## src/rtl/montgomery_modular_alu_assert.svh

```systemverilog
// assertion macros for the montgomery alu
// no dependencies
`ifndef MONTGOMERY_MODULAR_ALU_ASSERT_SVH
`define MONTGOMERY_MODULAR_ALU_ASSERT_SVH
`ifndef NO_ASSERTIONS
`define MMA_ASSERT_IMPL(label, clk, rst_n, prop) \
	label: assert property (@(posedge clk) disable iff (!rst_n) prop) else $error("%m failed");
`define MMA_ASSERT_NEXT(label, clk, rst_n, cond, nxt) \
	label: assert property (@(posedge clk) disable iff (!rst_n) (cond) |=> (nxt)) else $error("%m failed");
`else
`define MMA_ASSERT_IMPL(label, clk, rst_n, prop)
`define MMA_ASSERT_NEXT(label, clk, rst_n, cond, nxt)
`endif
`endif

```

## src/rtl/mma_divider.sv

```systemverilog
// bit-serial 64 by 30 bit remainder unit
// no dependencies
`default_nettype none
module mma_divider (
	input  wire logic        clk,
	input  wire logic        arst_n,
	input  wire logic        start,
	input  wire logic [63:0] dividend,
	input  wire logic [29:0] divisor,
	output logic             done,
	output logic [29:0]      rem
);
	logic [6:0]  cnt_q;
	logic        done_q;
	logic [63:0] sh_q;
	logic [30:0] r_q;
	logic [31:0] trial;
	logic [31:0] diff;

	assign trial = {r_q, sh_q[63]};
	assign diff = trial - {2'd0, divisor};

	always_ff @(posedge clk or negedge arst_n) begin
		if (!arst_n) begin
			cnt_q <= 7'd0;
			done_q <= 1'b0;
		end else begin
			done_q <= (cnt_q == 7'd1);
			if (start) begin
				cnt_q <= 7'd64;
			end else if (cnt_q != 7'd0) begin
				cnt_q <= cnt_q - 7'd1;
			end
		end
	end

	always_ff @(posedge clk) begin
		if (start) begin
			sh_q <= dividend;
			r_q <= 31'd0;
		end else if (cnt_q != 7'd0) begin
			sh_q <= {sh_q[62:0], 1'b0};
			r_q <= diff[31] ? trial[30:0] : diff[30:0];
		end
	end

	assign done = done_q;
	assign rem = (divisor == 30'd0) ? 30'd0 : r_q[29:0];
endmodule
`default_nettype wire
```

## config.mk

```make
export PLATFORM = sky130hd
export DESIGN_NAME = mma_divider
export DESIGN_NICKNAME = d
export VERILOG_FILES = /design/src/rtl/montgomery_modular_alu_assert.svh /design/src/rtl/mma_divider.sv
export SDC_FILE = /design/constraint.sdc
export NUM_CORES = 1
export LEC_CHECK = 0
export ABC_AREA = 1
export BUFFER_PORTS_ARGS = -buffer_cell sky130_fd_sc_hd__buf_2
export CAP_MARGIN = 20
export CELL_PAD_IN_SITES_DETAIL_PLACEMENT = 1
export CELL_PAD_IN_SITES_GLOBAL_PLACEMENT = 2
export CORE_ASPECT_RATIO = 1.2
export CORE_UTILIZATION = 28
export CTS_CLUSTER_DIAMETER = 40
export DETAILED_ROUTE_END_ITERATION = 16
export GPL_TIMING_DRIVEN = 0
export PLACE_DENSITY_LB_ADDON = 0.1
export SYNTH_ARGS = -nofsm -noshare
export SYNTH_HDL_FRONTEND = slang
export SYNTH_SLANG_ARGS = --single-unit
export TNS_END_PERCENT = 30
```

## constraint.sdc

```tcl
create_clock -name clk -period 3.3 [get_ports clk]
set_input_delay 0.66 -clock clk [delete_from_list [all_inputs] [get_ports clk]]
set_output_delay 0.66 -clock clk [all_outputs]
set_load 0.05 [all_outputs]
```

==> impl_summary.txt, run 1 <==
----------------------------------------------------
[STA]
  Setup clock skew after layout ... 0.0108 ns
  Count of endpoints failing hold in the final timing report ... 0
  Pins Over Slew Limit ... 0
  Max-slew headroom ... 0.618
  Final critical path time including I/O delays and setup ... 3.13 ns
  Worst Tran Pin Value ... 0.573 ns
  Min Hold Slack ... 0.159 ns
  Max Clock Freq ... 320 MHz
  Setup-failing EPs final ... 0
  RSZ-0062 raised after global routing ... false
  Final worst-path cycle share ... 0.947

[Drt]
  Iter 0 DRT Violations ... 226
  DR vias/cell ... 4.42
  Final wirelength ... 22,700 um
  Iteration count of the initial detailed-routing pass ... 4
  WL/cell ... 14.8 um
  Routed metal-1 wire length ... 10,600 um
  Detailed route wirelength on metal3 ... 795 um
  DRC viols ... 0
  Highest layer used for signal routing ... met4
  Total via count after detailed routing ... 6,751
  Routed Antenna Nets ... 0
  Routed length on met2 ... 11,000 um

[Global route]
  Number of global-route vias before repair ... 6,952
  Maximum number of pins on one net before global-route repair ... 62
  GRT Residual Overflow ... 0
  GRT Util Overall ... 0.180
  First-pass GRT wire length ... 36,300 um
  Number of antenna violations at the first check in global routing ... 0

[Power]
  Power density of the placed cells ... 818 nW/um^2
  Static power due to leakage ... 4.63 nW
  Sum of internal, switching and leakage power ... 6.94 mW
  Max rail drop VDD ... 0.362 mV

[Layout]
  Register area ... 2740 um^2
  Area growth from synthesis to final layout ... 19.1%
  Area of combinational cells with multiple inputs ... 3620 um^2
  Layout net count ... 1,326
  Ratio of cells with drive above 1 in the final layout ... 0.155
  N_diodes ... 0
  # fillers ... 3,194

[Synth]
  Async set-reset flop share out of synthesis ... 0.0777
  Number of synthesized flops with an enable pin ... 64
  Post-Synthesis Cell Area ... 7120 um^2
  Ranking of synthesized cells by instance count ... 463 x nand2_1, 159 x inv_1, 78 x nor2_1
  Library cells used by synthesis ... 38
  Syn Nets ... 1,188
  Library cell with the largest summed area after synthesis ... edfxtp_1
  Share of Yosys cell area claimed by the top area cell type ... 0.270
  Average footprint of a synthesized cell ... 6.73 um^2
  Number of instances in the synthesized netlist ... 1,058
  Dominant cells by area after synthesis ... edfxtp_1 27%, nand2_1 24%, dfxtp_1 8.7%
  Post-synth top flop ... edfxtp_1
  #FFs+latches synth ... 103
  Most repeated cell in the gate-level netlist after synthesis ... nand2_1
  Portion of the post-synthesis area used by sequential elements ... 0.385
  YS warnings ... 0

[Setup path]
  Beginning of the critical path ... divisor[4]
  Required time of the worst setup path ... 2.64 ns
  Worst Path Arrival ... 2.47 ns
  Element type at the critical path start ... primary input
  Biggest fanout along the worst timing path ... 10
  Type of the worst setup path ... in2out
  Kind of end point of the critical path ... primary output
  Critical register-to-register path startpoint ... sh_q[63]

[Job]
  Max-cap viol count ... 0

[Worst hold path]
  Kind of path behind the tightest hold check ... in2async

[Placed design]
  Quantity of I/O buffers inserted on ports ... 126
  Placed wire-length estimate ... 19,000 um
  Placer congestion estimate ... 0.815

[Floorplanning]
  Overall die area ... 26,100 um^2
  Effective utilization at floorplan ... 0.287
  DIE WIDTH ... 148 um
  Area of the placeable core ... 24,800 um^2
  Number of core rows ... 63
  Die height ... 177 um
  Count of boundary I/O pins ... 128

[CTS]
  Number of clock buffers inserted by TritonCTS ... 9
  Post-CTS clock slew at the launch and capture registers of the worst setup and hold paths ... 0.07 ns
  Sink Count ... 103
  CTS tree ... yes
  H-tree depth reported by CTS ... 3
  Clock Root Buffer ... clkbuf_16
  Number of buffers on the longest clock path ... 2
  Clock latency at the later pin of the worst-skew pair ... 0.34 ns

[Run status]
  Run status ... completed

----------------------------------------------------
## routing by layer
| metal | track usage | vias to the layer above |
|---|---|---|
| li1 | - | 3547 |
| met1 | 0.229 | 3087 |
| met2 | 0.322 | 101 |
| met3 | 0.0240 | 16 |
| met4 | 0.0399 | 0 |
| met5 | 0 | - |
## final cells by class
type / count / area share
flip-flops and latches: 103 / 0.323
well taps: 325 / 0.0479
repair buffers: 127 / 0.0775
plain buffers: 30 / 0.0199
inverters: 161 / 0.0712
clock buffers: 9 / 0.0265
clock inverters: 7 / 0.00663
multi-input cells: 764 / 0.427
## layout by cell type (no fill, tap or decap), drive strengths merged, types with 4 or more instances in the layout
| cell | n |
|---|---|
| buf | 139 |
| nand3 | 66 |
| inv | 163 |
| xor2 | 4 |
| nor2 | 83 |
| nand2 | 476 |
| dfrtp | 8 |
| nor4 | 7 |
| nand4 | 5 |
| nor3 | 7 |
| nand3b | 4 |
| dfxtp | 31 |
| xnor2 | 14 |
| o21ai | 28 |
| a21oi | 26 |
| clkbuf | 27 |
| ha | 32 |
| edfxtp | 64 |
## through the flow
step / area [um^2] / setup TNS, ns / util / setup WS (ns) / cells
floorplan: 7120 / 0 / - / 0.814 / 1058
global placement: 8160 / -8.17 / 0.329 / -0.438 / 1509
detailed placement: 8190 / -6.91 / 0.330 / -0.392 / 1510
CTS: 8490 / 0 / 0.342 / 0.0614 / 1526
global route: 8490 / 0 / 0.342 / 0.0333 / 1526
finish: 8490 / 0 / 0.342 / 0.174 / 1526
## where the power goes
part           internal (mW)  leakage [nW]  switching (mW)
combinational           1.25          3.44            2.69
sequential              1.75          1.06           0.228
clock                  0.521         0.132           0.510
## timing repair
action                     in CTS  in global routing
gates resized for setup         4                  0
setup endpoints to repair      30                  0
hold buffers                    0                  0
buffers inserted                0                  0
## cells by family (layout without fill, tap and decap cells)
group	count (synthesis)	count (layout)	synth area share
and+or+nand+nor	653	653	0.379
buffers and inverters	191	334	0.108
DFF	103	103	0.385
AOI/OAI and AO/OA	60	60	0.0473
adders and majority gates	33	33	0.0590
xor gates and xnor gates	18	18	0.0221
## registers in the layout, indices dropped and copies added (netlist names)
register / cells
done: 1
sh_q: 64
r_q: 31
cnt_q: 7
## path summary, 6_finish.rpt
kind	endpoint	slack, ns	cells past startpoint
max	rem[29]	0.17	7
min	cnt_q[2]	0.16	1
max reg2reg	r_q[30]	0.78	15
min reg2reg	r_q[25]	0.48	2
max in group asynchronous	cnt_q[1]	2.97	1
min in group clk	r_q[25]	0.48	2
## worst max-delay path, stage by stage
cell,delay (ns)
buf_2,0.11
nor4_1,0.43
nand4_1,0.25
nor3_2,0.34
clkbuf_2,0.35
nor2_1,0.10
buf_2,0.22
Note: power is estimated with default switching activity, not from simulation.
==> run 2, diff against run 1 <==
- ABC_AREA: 1 -> 0
- CORE_UTILIZATION: 28 -> 30
==> impl_summary.txt, run 2 <==
----------------------------------------------------
[Synth]
  Share of Yosys cell area claimed by the top area cell type ... 0.293
  Post-Synthesis Cell Area ... 6570 um^2
  Average footprint of a synthesized cell ... 9.92 um^2
  Portion of the post-synthesis area used by sequential elements ... 0.417
  Library cell with the largest summed area after synthesis ... edfxtp_1
  Post-synth top flop ... edfxtp_1
  #FFs+latches synth ... 103
  Async set-reset flop share out of synthesis ... 0.0777
  Dominant cells by area after synthesis ... edfxtp_1 29%, mux2_2 11%, dfxtp_1 9.4%
  YS warnings ... 0
  Most repeated cell in the gate-level netlist after synthesis ... edfxtp_1
  Library cells used by synthesis ... 63
  Syn Nets ... 792
  Ranking of synthesized cells by instance count ... 64 x edfxtp_1, 63 x mux2_2, 54 x nor2_1
  Number of instances in the synthesized netlist ... 662
  Number of synthesized flops with an enable pin ... 64

[Drt]
  DRC viols ... 0
  Final wirelength ... 19,700 um
  Iteration count of the initial detailed-routing pass ... 4
  WL/cell ... 18.3 um
  Routed length on met2 ... 10,200 um
  Iter 0 DRT Violations ... 140
  Detailed route wirelength on metal3 ... 887 um
  Total via count after detailed routing ... 5,424
  Routed Antenna Nets ... 0
  Routed metal-1 wire length ... 8270 um
  DR vias/cell ... 5.05
  Highest layer used for signal routing ... met5

[Floorplanning]
  Effective utilization at floorplan ... 0.310
  DIE WIDTH ... 137 um
  Number of core rows ... 58
  Overall die area ... 22,500 um^2
  Area of the placeable core ... 21,200 um^2
  Count of boundary I/O pins ... 128
  Die height ... 164 um

[Layout]
  Flip-flop count of the largest register, all copies and words added ... 64
  Design Area, Final ... 7880 um^2
  # fillers ... 2,470
  Area growth from synthesis to final layout ... 19.9%
  Register bank with the most flops ... sh_q
  Final design utilization ... 0.372
  Register area ... 2740 um^2
  Largest regs ... sh_q (64), r_q (31), cnt_q (7)
  N_diodes ... 0
  Most frequent cells in the layout ... 131 x buf_2, 64 x edfxtp_1, 63 x mux2_2, 54 x nor2_1, 46 x nand2_1
  Area of combinational cells with multiple inputs ... 3520 um^2
  Ratio of cells with drive above 1 in the final layout ... 0.292
  Layout net count ... 929
  Leading cell type in the layout, fill and taps excluded ... buf_2
  Final cell count without fillers ... 1,074

[CTS]
  Number of hold buffers added after CTS ... 0
  Sink Count ... 103
  Post-CTS clock slew at the launch and capture registers of the worst setup and hold paths ... 0.08 ns
  H-tree depth reported by CTS ... 3
  Number of clock buffers inserted by TritonCTS ... 9
  CTS tree ... yes
  Number of buffers on the longest clock path ... 2
  Post-CTS setup buffers ... 0
  Clock Root Buffer ... clkbuf_16
  Clock latency at the later pin of the worst-skew pair ... 0.35 ns

[STA]
  Setup clock skew after layout ... 0.00908 ns
  Count of endpoints failing hold in the final timing report ... 0
  Pins Over Slew Limit ... 0
  Worst Tran Pin Value ... 0.888 ns
  Final critical path time including I/O delays and setup ... 3.23 ns
  Final worst-path cycle share ... 0.977
  RSZ-0062 raised after global routing ... true
  Max Clock Freq ... 310 MHz
  Max-slew headroom ... 0.408
  Setup-failing EPs final ... 0

[Placed design]
  DP Area ... 7540 um^2
  Placer congestion estimate ... 0.807
  Number of cells after detailed placement ... 1,058
  Placed wire-length estimate ... 15,200 um
  Quantity of I/O buffers inserted on ports ... 126

[Global route]
  Maximum number of pins on one net before global-route repair ... 65
  First-pass GRT wire length ... 31,200 um
  Number of global-route vias before repair ... 5,832
  Number of antenna violations at the first check in global routing ... 1
  GRT Util Overall ... 0.183
  GRT Residual Overflow ... 0

[Power]
  Static power due to leakage ... 3.45 nW
  Max rail drop VDD ... 0.241 mV
  Power density of the placed cells ... 593 nW/um^2

[Setup path]
  Biggest fanout along the worst timing path ... 4
  Bufs and invs on worst path ... 2
  Delay contributed by the slowest stage of the critical path ... 0.40 ns
  Required time of the worst setup path ... 3.51 ns
  Worst flop-to-flop path endpoint ... r_q[28]
  Type of the worst setup path ... reg2reg
  Critical register-to-register path startpoint ... sh_q[63]
  Critical path, cell by cell ... inv_1, ha_1, inv_1, fa_1, a21o_1, nand4_1, a21oi_1, a211o_2, a31o_4, o311a_4, mux2_4, a31oi_1, a211oi_1
  Number of cells on the worst reg-to-reg path ... 13
  Register-to-register setup slack ... 0.07 ns
  Slowest cell on crit path ... fa_1
  Kind of end point of the critical path ... flop
  Worst Path Arrival ... 3.43 ns
  Beginning of the critical path ... sh_q[63]
  Top Family by Delay on Critical Path ... compound AO/OA/AOI/OAI gates
  Most common cell on crit path ... inv_1
  Element type at the critical path start ... flop

[Job]
  Max-cap viol count ... 0

[Run status]
  Run status ... completed

[Worst hold path]
  Kind of path behind the tightest hold check ... in2async

----------------------------------------------------
-- run 2: cell types whose count changed after synthesis, moves of 24 or more --
cell,before,now
nor2b_1,0,29
inv_1,159,42
mux2_2,0,63
nand3_1,63,5
nor2_1,78,54
nand2_1,463,46
-- run 2: worst max-delay path by stage --
stage	to	slack, ns	cells after the start
after floorplan	r_q[28]	0.15	12
after global placement	sh_q[17]	-0.56	4
after detailed placement	r_q[27]	-0.28	12
after CTS	r_q[28]	0.05	13
after global routing	r_q[28]	-0.06	13
final	r_q[28]	0.07	13
-- run 2: stage by stage --
step / worst slack, ns / power (mW) / TNS [ns] / hold slack [ns]
CTS: 0.0462 / 4.73 / 0 / 0.133
finish: 0.0748 / 4.67 / 0 / 0.132
detailed placement: -0.277 / 3.52 / -17.37 / 0.492
floorplan: 0.152 / 3.04 / 0 / 0.364
global placement: -0.561 / 3.48 / -38.77 / 0.489
global route: -0.0647 / 4.97 / -0.0647 / 0.131
-- run 2: cell type report --
class                   count  share of cell area
inverters                  42              0.0200
well taps                 270              0.0429
clock inverters             7              0.0121
multi-input cells         482               0.447
clock buffers               9              0.0286
plain buffers              35              0.0208
repair buffers            126              0.0801
flip-flops and latches    103               0.348
-- run 2: cell families (layout without fill, tap and decap cells) --
group / after synthesis / in the layout / synth area share
AND/OR/NAND/NOR: 192 / 192 / 0.145
AO/OA/AOI/OAI: 155 / 155 / 0.162
flip-flops: 103 / 103 / 0.417
multiplexers: 78 / 78 / 0.132
buffers and inverters: 77 / 219 / 0.0484
adder cells (fa/ha/maj): 33 / 33 / 0.0640
XOR/XNOR: 24 / 24 / 0.0320
-- run 2: repair_timing --
item	4_1_cts	5_1_grt
setup endpoints to repair	7	23
resized for setup	1	7
pin swaps	0	1
-- run 2: metal layers --
layer | up-vias | global-route usage
li1 | 2672 | -
met1 | 2631 | 0.210
met2 | 102 | 0.339
met3 | 17 | 0.0401
met4 | 2 | 0.0440
met5 | - | 0
-- run 2: report_power, final --
part           internal (mW)  switching [mW]
clock network          0.615           0.574
logic                  0.637            1.01
registers               1.67           0.159
total                   2.93            1.75
-- run 2: worst register-to-register path: stages (launching register included) --
cell and delay (ns):
edfxtp_1 0.39, inv_1 0.07, ha_1 0.16, inv_1 0.05
fa_1 0.40, a21o_1 0.23, nand4_1 0.13, a21oi_1 0.11
a211o_2 0.36, a31o_4 0.29, o311a_4 0.32, mux2_4 0.31
a31oi_1 0.17, a211oi_1 0.09
